--- src/design/box_filter_detrend_top_macros.svh ---
// assertion macros shared by the box filter detrend design files
`ifndef BOX_FILTER_DETREND_TOP_MACROS_SVH
`define BOX_FILTER_DETREND_TOP_MACROS_SVH

// property must hold at every clock edge outside reset
`define BFD_ASSERT(lbl, prop, msg) \
    lbl: assert property (@(posedge clk) disable iff (!rst_n) prop) \
        else $error(msg);

// condition must never be seen at a clock edge outside reset
`define BFD_NEVER(lbl, cond, msg) \
    lbl: assert property (@(posedge clk) disable iff (!rst_n) !(cond)) \
        else $error(msg);

`endif

--- src/design/bfd_pkg.sv ---
// shared types and constants of the box filter detrend block
`default_nettype none

package bfd_pkg;

    // fixed field widths
    localparam int SAMPLE_BITS = 16;
    localparam int RESULT_BITS = 17;

    // default filter shape
    localparam int DEF_LEFT_TAPS  = 3;
    localparam int DEF_RIGHT_TAPS = 3;
    localparam int DEF_DIVISOR    = 7;

    // largest tap count supported on one side, and the count width it needs
    localparam int MAX_TAPS     = 15;
    localparam int TAP_CNT_BITS = $clog2(MAX_TAPS + 2);

    // depth of the command queue and of the result queue
    localparam int QUEUE_DEPTH = 4;

    typedef struct packed {
        logic signed [SAMPLE_BITS-1:0] sample;
        logic                          last;
    } in_item_t;

    typedef struct packed {
        logic signed [RESULT_BITS-1:0] result;
        logic                          last_res;
    } out_item_t;

    // classified sample handed from front to back
    typedef struct packed {
        logic signed [SAMPLE_BITS-1:0] sample;
        logic                          last;
        logic                          emit;
        logic [TAP_CNT_BITS-1:0]       total;
    } cmd_t;

    typedef enum logic {
        SEQ_RUN,
        SEQ_FLUSH
    } seq_state_t;

endpackage

`default_nettype wire

--- src/design/bfd_fifo.sv ---
// small first-in first-out queue with show-ahead output
`default_nettype none

`include "box_filter_detrend_top_macros.svh"

module bfd_fifo #(
    parameter type item_t = logic,
    parameter int  DEPTH  = bfd_pkg::QUEUE_DEPTH
) (
    input  logic                       clk,
    input  logic                       rst_n,
    input  logic                       push,
    input  item_t                      din,
    output logic                       full,
    input  logic                       pop,
    output item_t                      dout,
    output logic                       empty,
    output logic [$clog2(DEPTH+1)-1:0] count
);
    import bfd_pkg::*;

    localparam int PTR_BITS = (DEPTH > 1) ? $clog2(DEPTH) : 1;
    localparam int CNT_BITS = $clog2(DEPTH + 1);
    localparam logic [PTR_BITS-1:0] LAST_PTR = PTR_BITS'(DEPTH - 1);
    localparam logic [CNT_BITS-1:0] FULL_CNT = CNT_BITS'(DEPTH);

    item_t               mem_reg [DEPTH];
    logic [PTR_BITS-1:0] wr_ptr_reg, wr_ptr_next;
    logic [PTR_BITS-1:0] rd_ptr_reg, rd_ptr_next;
    logic [CNT_BITS-1:0] count_reg, count_next;
    logic                do_push, do_pop;

    // transfer qualification
    assign do_push = push && !full;
    assign do_pop  = pop && !empty;

    // storage write
    always_ff @(posedge clk)
    begin
        if (do_push)
        begin
            mem_reg[wr_ptr_reg] <= din;
        end
    end

    // pointer and fill level update
    always_comb
    begin
        wr_ptr_next = wr_ptr_reg;
        rd_ptr_next = rd_ptr_reg;
        count_next  = count_reg;
        if (do_push)
        begin
            wr_ptr_next = (wr_ptr_reg == LAST_PTR) ? '0 : wr_ptr_reg + 1'b1;
        end
        if (do_pop)
        begin
            rd_ptr_next = (rd_ptr_reg == LAST_PTR) ? '0 : rd_ptr_reg + 1'b1;
        end
        if (do_push && !do_pop)
        begin
            count_next = count_reg + 1'b1;
        end
        else if (do_pop && !do_push)
        begin
            count_next = count_reg - 1'b1;
        end
    end

    always_ff @(posedge clk or negedge rst_n)
    begin
        if (!rst_n)
        begin
            wr_ptr_reg <= '0;
            rd_ptr_reg <= '0;
            count_reg  <= '0;
        end
        else
        begin
            wr_ptr_reg <= wr_ptr_next;
            rd_ptr_reg <= rd_ptr_next;
            count_reg  <= count_next;
        end
    end

    // status and head of queue
    assign full  = (count_reg == FULL_CNT);
    assign empty = (count_reg == '0);
    assign count = count_reg;
    assign dout  = mem_reg[rd_ptr_reg];

    `BFD_NEVER(a_fifo_overflow, push && full && (DEPTH == 0), "queue depth is zero")
    `BFD_ASSERT(a_fifo_level, count_reg <= FULL_CNT, "queue fill level beyond depth")

endmodule

`default_nettype wire

--- src/design/bfd_front.sv ---
// front end: accepts samples and classifies them by position in the sequence
`default_nettype none

module bfd_front #(
    parameter int RIGHT_TAPS = bfd_pkg::DEF_RIGHT_TAPS
) (
    input  logic             clk,
    input  logic             rst_n,
    input  logic             push,
    output logic             full,
    input  bfd_pkg::in_item_t item,
    input  logic             q_full,
    output logic             cmd_push,
    output bfd_pkg::cmd_t    cmd
);
    import bfd_pkg::*;

    localparam logic [TAP_CNT_BITS-1:0] SAT_CNT = TAP_CNT_BITS'(RIGHT_TAPS + 1);
    localparam logic [TAP_CNT_BITS-1:0] R_CNT   = TAP_CNT_BITS'(RIGHT_TAPS);

    logic [TAP_CNT_BITS-1:0] seen_reg, seen_next;
    logic [TAP_CNT_BITS-1:0] total;
    logic                    take;

    // input transfer happens while the command queue has room
    assign full     = q_full;
    assign take     = push && !q_full;
    assign cmd_push = take;

    // samples seen so far including this one, saturating
    assign total = (seen_reg == SAT_CNT) ? seen_reg : seen_reg + 1'b1;

    // classification of the sample
    always_comb
    begin
        cmd.sample = item.sample;
        cmd.last   = item.last;
        cmd.total  = total;
        cmd.emit   = (total > R_CNT);
    end

    // sequence position tracking, cleared by the last sample
    always_comb
    begin
        seen_next = seen_reg;
        if (take)
        begin
            seen_next = item.last ? '0 : total;
        end
    end

    always_ff @(posedge clk or negedge rst_n)
    begin
        if (!rst_n)
        begin
            seen_reg <= '0;
        end
        else
        begin
            seen_reg <= seen_next;
        end
    end

endmodule

`default_nettype wire

--- src/design/bfd_back.sv ---
// back end: sample line, window sum, divide by constant and subtraction
`default_nettype none

`include "box_filter_detrend_top_macros.svh"

module bfd_back #(
    parameter int LEFT_TAPS  = bfd_pkg::DEF_LEFT_TAPS,
    parameter int RIGHT_TAPS = bfd_pkg::DEF_RIGHT_TAPS,
    parameter int DIVISOR    = bfd_pkg::DEF_DIVISOR,
    parameter int OUT_DEPTH  = bfd_pkg::QUEUE_DEPTH
) (
    input  logic                           clk,
    input  logic                           rst_n,
    input  logic                           cmd_valid,
    input  bfd_pkg::cmd_t                  cmd,
    output logic                           cmd_pop,
    input  logic [$clog2(OUT_DEPTH+1)-1:0] out_count,
    output logic                           res_push,
    output bfd_pkg::out_item_t             res
);
    import bfd_pkg::*;

    localparam int LINE_DEPTH = LEFT_TAPS + RIGHT_TAPS + 1;
    localparam int SUM_BITS   = SAMPLE_BITS + $clog2(LINE_DEPTH);
    localparam int MAG_BITS   = SUM_BITS;
    localparam int DIV_LOG    = $clog2(DIVISOR);
    localparam int DIV_SHIFT  = MAG_BITS + DIV_LOG;
    localparam int RECIP_BITS = MAG_BITS + 1;
    localparam logic [63:0] RECIP_FULL =
        ((64'd1 << DIV_SHIFT) + 64'(DIVISOR) - 64'd1) / 64'(DIVISOR);
    localparam logic [RECIP_BITS-1:0] RECIP = RECIP_FULL[RECIP_BITS-1:0];
    localparam int LO_BITS    = (MAG_BITS + 1) / 2;
    localparam int HI_BITS    = MAG_BITS - LO_BITS;
    localparam int PLO_BITS   = LO_BITS + RECIP_BITS;
    localparam int PHI_BITS   = HI_BITS + RECIP_BITS;
    localparam int FULL_BITS  = MAG_BITS + RECIP_BITS + 1;
    localparam int DIFF_BITS  = (MAG_BITS + 2 > RESULT_BITS) ? MAG_BITS + 2 : RESULT_BITS;
    localparam int CNT_BITS   = $clog2(OUT_DEPTH + 1);
    localparam int FLUSH_BITS = $clog2(RIGHT_TAPS + 1);
    localparam logic [FLUSH_BITS-1:0]   FLUSH_END = FLUSH_BITS'(RIGHT_TAPS);
    localparam logic [TAP_CNT_BITS:0]   R_WIDE    = (TAP_CNT_BITS+1)'(RIGHT_TAPS);
    localparam logic [CNT_BITS:0]       OUT_CAP   = (CNT_BITS+1)'(OUT_DEPTH);

    // sequencer
    seq_state_t              state_reg, state_next;
    logic [FLUSH_BITS-1:0]   flush_k_reg, flush_k_next;
    logic [TAP_CNT_BITS-1:0] total_reg, total_next;
    logic                    clear_reg, clear_next;
    logic                    credit_ok;
    logic                    issue;
    logic signed [SAMPLE_BITS-1:0] op_val;
    logic                    op_emit;
    logic                    op_last;

    // sample line
    logic signed [SAMPLE_BITS-1:0] line_reg  [LINE_DEPTH];
    logic signed [SAMPLE_BITS-1:0] line_next [LINE_DEPTH];

    // window sum stage
    logic                          v1_reg;
    logic                          l1_reg;
    logic signed [SUM_BITS-1:0]    sum_next;
    logic signed [SUM_BITS-1:0]    sum_reg;
    logic signed [SAMPLE_BITS-1:0] ctr1_reg;

    // partial product stage
    logic                          v2_reg;
    logic                          l2_reg;
    logic                          neg2_reg;
    logic signed [SAMPLE_BITS-1:0] ctr2_reg;
    logic [MAG_BITS-1:0]           mag;
    logic [PLO_BITS-1:0]           p_lo_reg;
    logic [PHI_BITS-1:0]           p_hi_reg;

    // combine stage
    logic [FULL_BITS-1:0]          prod_full;
    logic [MAG_BITS-1:0]           quot;
    logic signed [DIFF_BITS-1:0]   quot_s;
    logic signed [DIFF_BITS-1:0]   diff;

    // room in the result queue for everything already under way
    assign credit_ok = ((CNT_BITS+1)'(out_count) + (CNT_BITS+1)'(v1_reg)
                        + (CNT_BITS+1)'(v2_reg)) < OUT_CAP;

    // sequencer outputs
    always_comb
    begin
        issue   = 1'b0;
        cmd_pop = 1'b0;
        op_val  = '0;
        op_emit = 1'b0;
        op_last = 1'b0;
        unique case (state_reg)
            SEQ_RUN:
            begin
                if (cmd_valid && credit_ok)
                begin
                    issue   = 1'b1;
                    cmd_pop = 1'b1;
                    op_val  = cmd.sample;
                    op_emit = cmd.emit;
                end
            end
            SEQ_FLUSH:
            begin
                if (credit_ok)
                begin
                    issue   = 1'b1;
                    op_emit = ((TAP_CNT_BITS+1)'(total_reg)
                               + (TAP_CNT_BITS+1)'(flush_k_reg)) > R_WIDE;
                    op_last = (flush_k_reg == FLUSH_END);
                end
            end
            default:
            begin
                issue = 1'b0;
            end
        endcase
    end

    // sequencer next state
    always_comb
    begin
        state_next   = state_reg;
        flush_k_next = flush_k_reg;
        total_next   = total_reg;
        clear_next   = clear_reg;
        unique case (state_reg)
            SEQ_RUN:
            begin
                if (issue)
                begin
                    clear_next = 1'b0;
                    if (cmd.last)
                    begin
                        state_next   = SEQ_FLUSH;
                        flush_k_next = FLUSH_BITS'(1);
                        total_next   = cmd.total;
                    end
                end
            end
            SEQ_FLUSH:
            begin
                if (issue)
                begin
                    if (flush_k_reg == FLUSH_END)
                    begin
                        state_next = SEQ_RUN;
                        clear_next = 1'b1;
                    end
                    else
                    begin
                        flush_k_next = flush_k_reg + 1'b1;
                    end
                end
            end
            default:
            begin
                state_next = SEQ_RUN;
            end
        endcase
    end

    always_ff @(posedge clk or negedge rst_n)
    begin
        if (!rst_n)
        begin
            state_reg   <= SEQ_RUN;
            flush_k_reg <= '0;
            total_reg   <= '0;
            clear_reg   <= 1'b0;
        end
        else
        begin
            state_reg   <= state_next;
            flush_k_reg <= flush_k_next;
            total_reg   <= total_next;
            clear_reg   <= clear_next;
        end
    end

    // shift line, emptied first when a sequence has just ended
    always_comb
    begin
        line_next[0] = op_val;
        for (int i = 1; i < LINE_DEPTH; i++)
        begin
            line_next[i] = clear_reg ? '0 : line_reg[i-1];
        end
    end

    always_ff @(posedge clk or negedge rst_n)
    begin
        if (!rst_n)
        begin
            for (int i = 0; i < LINE_DEPTH; i++)
            begin
                line_reg[i] <= '0;
            end
        end
        else if (issue)
        begin
            for (int i = 0; i < LINE_DEPTH; i++)
            begin
                line_reg[i] <= line_next[i];
            end
        end
    end

    // window sum over the line as it stands after this operation
    always_comb
    begin
        sum_next = '0;
        for (int i = 0; i < LINE_DEPTH; i++)
        begin
            sum_next = sum_next + SUM_BITS'(line_next[i]);
        end
    end

    // pipeline valid flags, only result-bearing operations travel
    always_ff @(posedge clk or negedge rst_n)
    begin
        if (!rst_n)
        begin
            v1_reg <= 1'b0;
            v2_reg <= 1'b0;
        end
        else
        begin
            v1_reg <= issue && op_emit;
            v2_reg <= v1_reg;
        end
    end

    always_ff @(posedge clk)
    begin
        l1_reg   <= op_last;
        sum_reg  <= sum_next;
        ctr1_reg <= line_next[RIGHT_TAPS];
    end

    // magnitude times reciprocal, split in two partial products
    assign mag = sum_reg[SUM_BITS-1] ? MAG_BITS'(-sum_reg) : MAG_BITS'(sum_reg);

    always_ff @(posedge clk)
    begin
        l2_reg   <= l1_reg;
        neg2_reg <= sum_reg[SUM_BITS-1];
        ctr2_reg <= ctr1_reg;
        p_lo_reg <= PLO_BITS'(mag[LO_BITS-1:0]) * PLO_BITS'(RECIP);
        p_hi_reg <= PHI_BITS'(mag[MAG_BITS-1:LO_BITS]) * PHI_BITS'(RECIP);
    end

    // quotient truncated toward zero, then subtracted from the centre sample
    assign prod_full = (FULL_BITS'(p_hi_reg) << LO_BITS) + FULL_BITS'(p_lo_reg);
    assign quot      = MAG_BITS'(prod_full >> DIV_SHIFT);
    assign quot_s    = neg2_reg ? -DIFF_BITS'(quot) : DIFF_BITS'(quot);
    assign diff      = DIFF_BITS'(ctr2_reg) - quot_s;

    assign res_push     = v2_reg;
    assign res.result   = diff[RESULT_BITS-1:0];
    assign res.last_res = l2_reg;

    `BFD_ASSERT(a_back_credit,
        ((CNT_BITS+1)'(out_count) + (CNT_BITS+1)'(v1_reg) + (CNT_BITS+1)'(v2_reg)) <= OUT_CAP,
        "results under way exceed result queue room")
    `BFD_ASSERT(a_back_flush_idx,
        (state_reg == SEQ_FLUSH) |-> (flush_k_reg != '0),
        "flush step index zero while flushing")
    `BFD_ASSERT(a_back_clear_after_flush,
        (issue && op_last) |=> (clear_reg && state_reg == SEQ_RUN),
        "line not marked for clearing after the final flush step")

endmodule

`default_nettype wire

--- src/design/box_filter_detrend_top.sv ---
// top level of the box filter detrend block
//
//  channel  | handshake          | payload
//  ---------+--------------------+--------------------------------
//  samples  | push / full        | sample_item (sample, last)
//  results  | pop / empty        | result_item (result, last_res)
//
// Samples are taken one per cycle while the command queue has room; a last
// sample holds the back end for its own slot, then one zero shift per flush step.
// A result reaches the result ports after its operation issues, through the
// registered steps of line update with window sum, partial products and result queue write.
// Reset clears the line and sequence position; no clearing pass is needed.
// A stalled result side fills the result queue, then the command queue, then
// raises full.
`default_nettype none

module box_filter_detrend_top #(
    parameter int LEFT_TAPS  = bfd_pkg::DEF_LEFT_TAPS,
    parameter int RIGHT_TAPS = bfd_pkg::DEF_RIGHT_TAPS,
    parameter int DIVISOR    = bfd_pkg::DEF_DIVISOR
) (
    input  logic               clk,
    input  logic               rst_n,
    input  logic               push,
    output logic               full,
    input  bfd_pkg::in_item_t  sample_item,
    output logic               empty,
    input  logic               pop,
    output bfd_pkg::out_item_t result_item
);
    import bfd_pkg::*;

    localparam int CNT_BITS = $clog2(QUEUE_DEPTH + 1);

    logic                cmd_push;
    cmd_t                cmd_in;
    logic                cmd_full;
    cmd_t                cmd_out;
    logic                cmd_empty;
    logic                cmd_pop;
    logic [CNT_BITS-1:0] cmd_count;
    logic                res_push;
    out_item_t           res;
    logic                res_full;
    logic [CNT_BITS-1:0] res_count;

    // sample intake and classification
    bfd_front #(
        .RIGHT_TAPS (RIGHT_TAPS)
    ) u_front (
        .clk      (clk),
        .rst_n    (rst_n),
        .push     (push),
        .full     (full),
        .item     (sample_item),
        .q_full   (cmd_full),
        .cmd_push (cmd_push),
        .cmd      (cmd_in)
    );

    // queue between front and back
    bfd_fifo #(
        .item_t (cmd_t),
        .DEPTH  (QUEUE_DEPTH)
    ) u_cmd_q (
        .clk   (clk),
        .rst_n (rst_n),
        .push  (cmd_push),
        .din   (cmd_in),
        .full  (cmd_full),
        .pop   (cmd_pop),
        .dout  (cmd_out),
        .empty (cmd_empty),
        .count (cmd_count)
    );

    // filter datapath
    bfd_back #(
        .LEFT_TAPS  (LEFT_TAPS),
        .RIGHT_TAPS (RIGHT_TAPS),
        .DIVISOR    (DIVISOR),
        .OUT_DEPTH  (QUEUE_DEPTH)
    ) u_back (
        .clk       (clk),
        .rst_n     (rst_n),
        .cmd_valid (!cmd_empty),
        .cmd       (cmd_out),
        .cmd_pop   (cmd_pop),
        .out_count (res_count),
        .res_push  (res_push),
        .res       (res)
    );

    // result queue feeding the output side
    bfd_fifo #(
        .item_t (out_item_t),
        .DEPTH  (QUEUE_DEPTH)
    ) u_res_q (
        .clk   (clk),
        .rst_n (rst_n),
        .push  (res_push),
        .din   (res),
        .full  (res_full),
        .pop   (pop),
        .dout  (result_item),
        .empty (empty),
        .count (res_count)
    );

    `include "box_filter_detrend_top_macros.svh"

    `BFD_NEVER(a_top_res_overflow, res_push && res_full,
        "result transfer into a full result queue")
    `BFD_ASSERT(a_top_cmd_level, cmd_count <= CNT_BITS'(QUEUE_DEPTH),
        "command queue level beyond depth")

endmodule

`default_nettype wire

--- config.mk ---
export PLATFORM = sky130hd
export DESIGN_NAME = box_filter_detrend_top
export DESIGN_NICKNAME = d
export VERILOG_FILES = /design/src/design/bfd_pkg.sv /design/src/design/bfd_fifo.sv /design/src/design/bfd_front.sv /design/src/design/bfd_back.sv /design/src/design/box_filter_detrend_top.sv
export VERILOG_INCLUDE_DIRS = /design/src /design/src/design
export SDC_FILE = /design/constraint.sdc
export NUM_CORES = 1
export LEC_CHECK = 0
export BUFFER_PORTS_ARGS = -buffer_cell sky130_fd_sc_hd__buf_2
export CAP_MARGIN = 20
export CELL_PAD_IN_SITES_DETAIL_PLACEMENT = 2
export CELL_PAD_IN_SITES_GLOBAL_PLACEMENT = 2
export CORE_MARGIN = 2
export CORE_UTILIZATION = 50
export CTS_BUF_LIST = sky130_fd_sc_hd__clkbuf_8
export CTS_CLUSTER_SIZE = 40
export DETAILED_ROUTE_END_ITERATION = 16
export GPL_TIMING_DRIVEN = 0
export PLACE_DENSITY = 0.95
export SYNTH_ARGS = -nofsm -noshare
export SYNTH_HDL_FRONTEND = slang
export SYNTH_SLANG_ARGS = --single-unit
export TNS_END_PERCENT = 50
--- constraint.sdc ---
create_clock -name clk -period 18.4 [get_ports clk]
set_input_delay 0.92 -clock clk [delete_from_list [all_inputs] [get_ports clk]]
set_output_delay 0.92 -clock clk [all_outputs]
set_load 0.05 [all_outputs]
==> impl_metrics.toml, run 1 <==
[layout]
layout.nets = 2396
syn2layout_area_growth_pct = 11.45
multiInputGateArea_sq_um = 12080
regArea_sq_um = 10140
utilization_pct = 56.64
largest_reg_flops = 96
drive_gt1_share_pct = 14.83
fillers = 4207

[global_route]
antenna_found_initial = 32
grt_usage_pct = 45.48
grt.overflow.total = 0
grt_start_max_net_pins = 81
grt_pass1_wl_mm = 153.3
grt_pass1_vias = 21440

[drt]
highest_layer = "met5"
wl_per_cell_um = 43.16
viasPerCell = 7.165
drt_iter0_drc = 1888
drcViolationCount = 0
m1WireLength_mm = 35.07
drtPass1Iterations = 5
via_count = 19500
route.met2.wl_mm = 55.32
wl_mm = 117.5
final_antenna_net_count = 0
wl_met3_mm = 11.93

[synth]
synth_top_flop_cell = "edfxtp_1"
synth_common_cells = "ha_1 (223), inv_1 (171), edfxtp_1 (164)"
synth_nets = 2273
ys_seq_area_share_pct = 43.87
async_flop_share_pct = 32.06
yosys.area.top_type = "edfxtp_1"
synth_xor_area_share_pct = 4.455
synth_top_area_share_pct = 21.31
syn_area_per_cell_sq_um = 11.99
synth_area_leaders = "edfxtp_1 (21%), dfrtp_1 (14%), ha_1 (12%)"
synth_edf_count = 164
synth_top_family_by_area = "adder cells"
yosys_warnings = 0
synthMuxAreaShare_pct = 7.681
synth-simple-area-share_pct = 10.51
ys_types = 91
synth_seq_cells = 393
synthCells = 1928
synth_fa_ha_area_share_pct = 20.82
yosysMostFrequentCell = "ha_1"
netlist_area_sq_um = 23110
synth_compound_area_share_pct = 8.780

[clock_network]
cts_sinks = 393
clk_latency_ns = 0.75
h-tree-depth = 3
ctsHoldBuffers = 0
post_cts_buffers = 0
clk_path_buf_depth = 3
cts_tree = "built"
cts-buffers-inserted = 70
cts_root_buf = "clkbuf_8"
clk_pin_slew_ns = 0.08
postCtsResizedCells = 0

[place]
io_buffers = 40
gp_congestion = 0.8246
dp_hpwl_mm = 63.38

[worst_setup_path]
critPathKind = "reg2reg"
cpMaxStageDelayCell = "a22oi_1"
slowest_delay_ns = 1.82
cp.buffers_inverters = 1
cp_max_fo = 6
cp-end-kind = "flip-flop"
start_kind = "flip-flop"
path_cells = "ha_1 > a21oi_1 > a21oi_2 > or4_4 > a22oi_1 > inv_1 > ha_1 > nand2b_1 > o31ai_1 > o31ai_1 > nand2_1 > xnor2_1 > ha_1 > nand2_1 > o21ai_1 > o41a_1 > nand4_1 > nand3_1 > o41ai_1 > o21ai_0 > a31oi_1 > xnor3_1"
crit_top_cell = "ha_1"
crit_family = "compound AO/OA/AOI/OAI gates"
cp.arrival_ns = 11.73
cp_data_required_time_ns = 18.78

[sta]
tightest_slew_ns = 2.423
slew_headroom_pct = -61.54
fin_crit_sh_pct = 61.68
finalHoldViolations = 0
finalClockSkew_ns = 0.06427
finalSetupViolCount = 0
min_period_ns = 11.35
fin_setup_tns_ns = 0
slew_viol_final = 9
holdWs_ns = 0.1584
clock.fmax_mhz = 88.11
rsz0062_at_grt = "false"

[die]
chipHeight_um = 219.0
fp-row-count = 78
core_sq_um = 45480
die_w_um = 219.0
ios = 41
initial_core_util_pct = 50.83
die_area_sq_um = 47970

[worst_hold_path]
hold_path.class = "in2async"

[run_status]
status = "complete, but fails checks"
violations = "capacitance limit, slew limit"

[run]
maxCapViolCount = 3
## cell usage in the layout, fill, tap and decap left out, types with 36 or more instances in the layout
master,instances
edfxtp_1,164
nand2_1,84
inv_1,198
nand3_1,36
ha_1,223
nand2b_1,37
dfrtp_1,126
xnor2_1,89
mux2_2,73
o21ai_0,56
nor2_1,75
clkbuf_1,44
mux4_2,41
clkbuf_8,84
a21oi_1,67
buf_2,42
dfxtp_1,103
nor2b_1,98
a21o_1,37
fa_1,101
## layer usage
layer,track usage [%],vias up
li1,-,7110
met1,40.88,9709
met2,78.25,1672
met3,16.58,988
met4,43.60,24
met5,0,-
## through the flow
step,cells,setup WS [ns],cell area (sq um)
floorplan,1928,11.02,23110
global placement,2568,9.642,24070
detailed placement,2573,8.957,24210
CTS,2698,8.316,25610
global route,2706,6.828,25720
finish,2722,7.051,25760
## final cells by class
cell class                 count  area share (%)
multi-input combinational   1306           46.90
sequential                   393           39.36
clock buffer                  84           4.488
tap                          600           2.914
inverter                     171           2.492
timing repair buffer          51           1.715
buffer                        58          0.9957
clock inverter                41          0.9617
antenna                       18          0.1749
## logic make-up (layout without fill, tap and decap cells)
group                      Yosys count  after routing
muxes                              117            117
xor gates and xnor gates           116            116
and+or+nand+nor                    454            454
buffers and inverters              229            405
other                                0             18
DFF                                393            393
adders and majority gates          324            324
AOI/OAI and AO/OA                  295            295
## final timing paths
path / from / to / slack [ns] / cells past startpoint
max: u_back.p_lo_reg[12] / u_res_q.mem_reg[1][17] / 7.05 / 22
min: rst_n / u_back.line_reg[100] / 0.16 / 1
max reg2reg: u_back.p_lo_reg[12] / u_res_q.mem_reg[1][17] / 7.05 / 22
min reg2reg: u_back.ctr1_reg[14] / u_back.ctr2_reg[14] / 0.32 / 0
max in group asynchronous: rst_n / u_back.line_reg[24] / 17.40 / 2
min in group clk: u_back.ctr1_reg[14] / u_back.ctr2_reg[14] / 0.32 / 0
## worst register-to-register path, cell delays in order, from the launching register on
cell	delay, ns
dfxtp_1	0.33
ha_1	0.33
a21oi_1	0.27
a21oi_2	0.19
or4_4	0.60
a22oi_1	1.82
inv_1	0.37
ha_1	0.42
nand2b_1	0.16
o31ai_1	0.10
o31ai_1	0.72
nand2_1	0.17
xnor2_1	0.94
ha_1	0.50
nand2_1	0.14
o21ai_1	0.22
o41a_1	0.60
nand4_1	0.22
nand3_1	0.20
o41ai_1	0.70
o21ai_0	0.84
a31oi_1	0.49
xnor3_1	0.67
Power of run 1 is not shown: default switching activity piles up to over one toggle a cycle in this logic, so the estimate is an artifact.
==> run 2, diff against run 1 <==
--- a/config.mk
+++ b/config.mk
@@ -11,12 +11,12 @@
 export CELL_PAD_IN_SITES_DETAIL_PLACEMENT = 2
 export CELL_PAD_IN_SITES_GLOBAL_PLACEMENT = 2
 export CORE_MARGIN = 2
-export CORE_UTILIZATION = 50
+export CORE_UTILIZATION = 42
 export CTS_BUF_LIST = sky130_fd_sc_hd__clkbuf_8
 export CTS_CLUSTER_SIZE = 40
 export DETAILED_ROUTE_END_ITERATION = 16
 export GPL_TIMING_DRIVEN = 0
-export PLACE_DENSITY = 0.95
+export PLACE_DENSITY = 0.89
 export SYNTH_ARGS = -nofsm -noshare
 export SYNTH_HDL_FRONTEND = slang
 export SYNTH_SLANG_ARGS = --single-unit
==> constraint.sdc (replaced) <==
create_clock -name clk -period 10.2 [get_ports clk]
set_input_delay 0.51 -clock clk [delete_from_list [all_inputs] [get_ports clk]]
set_output_delay 0.51 -clock clk [all_outputs]
set_load 0.05 [all_outputs]
==> impl_metrics.toml, run 2 (synthesis results as in run 1) <==
[run_status]
status = "complete, no violations"

[global_route]
grt.met3_usage_pct = 4.030
groute.layer.met2.usage_pct = 50.19
grt_pass1_vias = 19160
grt_start_max_net_pins = 70
antenna_found_initial = 0
grt-busiest-layer = "met2"
grt_usage_pct = 26.26
use_met1_pct = 28.54
grt.overflow.total = 0
grt_pass1_wl_mm = 113.9

[sta]
tightest_slew_ns = 1.055
finalSetupViolCount = 0
rsz0062_at_grt = "false"
fin_crit_sh_pct = 93.92
clock.fmax_mhz = 104.4
finalHoldViolations = 0
slew_viol_final = 0
fin_setup_tns_ns = 0
min_period_ns = 9.580
slew_headroom_pct = 29.65
finalClockSkew_ns = 0.04421

[worst_setup_path]
cp.buffers_inverters = 4
slowest_delay_ns = 0.74
cp-end-kind = "flip-flop"
critPathKind = "reg2reg"
cpMaxStageDelayCell = "o311ai_0"
r2r-start = "u_res_q.count[0]"
crit_top_cell = "fa_1"
cp.arrival_ns = 10.12
start_kind = "flip-flop"
cp_data_required_time_ns = 10.74
ff2ff_path_depth = 30
crit_family = "adder cells"
r2r_end = "u_back.sum_reg[18]"
r2r_slack_ns = 0.62
cp_max_fo = 10

[place]
gp_congestion = 0.7586
io_buffers = 40
placed_area_sq_um = 24260
dp_hpwl_mm = 50.46

[clock_network]
h-tree-depth = 3
cts_root_buf = "clkbuf_8"
cts_tree = "built"
clk_path_buf_depth = 3
ctsHoldBuffers = 1
cts-buffers-inserted = 70
post_cts_buffers = 0
postCtsResizedCells = 0
cts_sinks = 393
clk_latency_ns = 0.67
clk_pin_slew_ns = 0.07

[drt]
via_count = 16030
viasPerCell = 5.726
wl_per_cell_um = 26.83
final_antenna_net_count = 0
wl_mm = 75.12
drtPass1Iterations = 5
drt_iter0_drc = 818
drcViolationCount = 0

[layout]
antenna_cells = 0
syn2layout_area_growth_pct = 11.23
drive_gt1_share_pct = 14.40
design_area_sq_um = 25710
final_cell_mix = "ha_1 (223), inv_1 (207), edfxtp_1 (164), dfrtp_1 (126), dfxtp_1 (103)"
layout.nets = 2393
largest_reg_flops = 96
final_common_cell = "ha_1"

[die]
chipHeight_um = 238.6
initial_core_util_pct = 42.70
fp-row-count = 85
ios = 41
die_w_um = 238.6
die_area_sq_um = 56930
core_sq_um = 54130

[worst_hold_path]
hold_start = "sample_item[6]"
hold_path.class = "in2reg"
whs_path_depth = 1
hold_end = "u_cmd_q.mem_reg[2][12]"

[run]
maxCapViolCount = 0
-- run 2: layer usage --
layer	routed length [um]	part of all wire, %
met4	3341	4.4
met5	0	0
met2	41060	55
met1	28300	38
met3	2417	3.2
-- run 2: how the worst max path moves through the flow --
stage | from | to | slack (ns) | cells past startpoint
floorplan | u_res_q.count[0] | u_back.sum_reg[18] | 2.82 | 29
finish | u_res_q.count[0] | u_back.sum_reg[18] | 0.62 | 30
global route | u_res_q.count[0] | u_back.sum_reg[18] | 0.29 | 30
CTS | u_res_q.count[0] | u_back.sum_reg[18] | 0.66 | 30
global placement | u_res_q.count[0] | u_back.sum_reg[18] | 1.62 | 30
detailed placement | u_res_q.count[0] | u_back.sum_reg[18] | 1.13 | 30
-- run 2: worst register-to-register path: cells and delay by family (launching register included) --
family / cells / cell delay [ns]
compound gates: 11 / 3.42
xor+xnor: 1 / 0.26
fa+ha+maj: 8 / 3.47
buf+inv: 4 / 0.49
flops: 1 / 0.47
mux: 1 / 0.28
simple gates: 5 / 1.07
-- run 2: metrics by stage --
| step | std cells | hold slack (ns) | worst slack, ns | utilization, % |
|---|---|---|---|---|
| global route | 2800 | 0.03654 | 0.2941 | 47.49 |
| floorplan | 1928 | 0.2144 | 2.820 | - |
| global placement | 2664 | 0.3142 | 1.621 | 44.68 |
| finish | 2800 | 0.05300 | 0.6202 | 47.49 |
| CTS | 2796 | 0.01076 | 0.6562 | 47.32 |
| detailed placement | 2667 | 0.3185 | 1.130 | 44.82 |
-- run 2: final cells by class --
type / count / area (sq um)
Buffer: 58 / 256.5
Sequential cell: 393 / 10140
Inverter: 171 / 641.9
Tap cell: 696 / 870.8
Clock inverter: 46 / 214.0
Clock buffer: 82 / 1129
Multi-Input combinational cell: 1306 / 12080
Timing Repair Buffer: 48 / 381.6
Fill cell: 5328 / 28420
Power of run 2 is left out for the same reason.
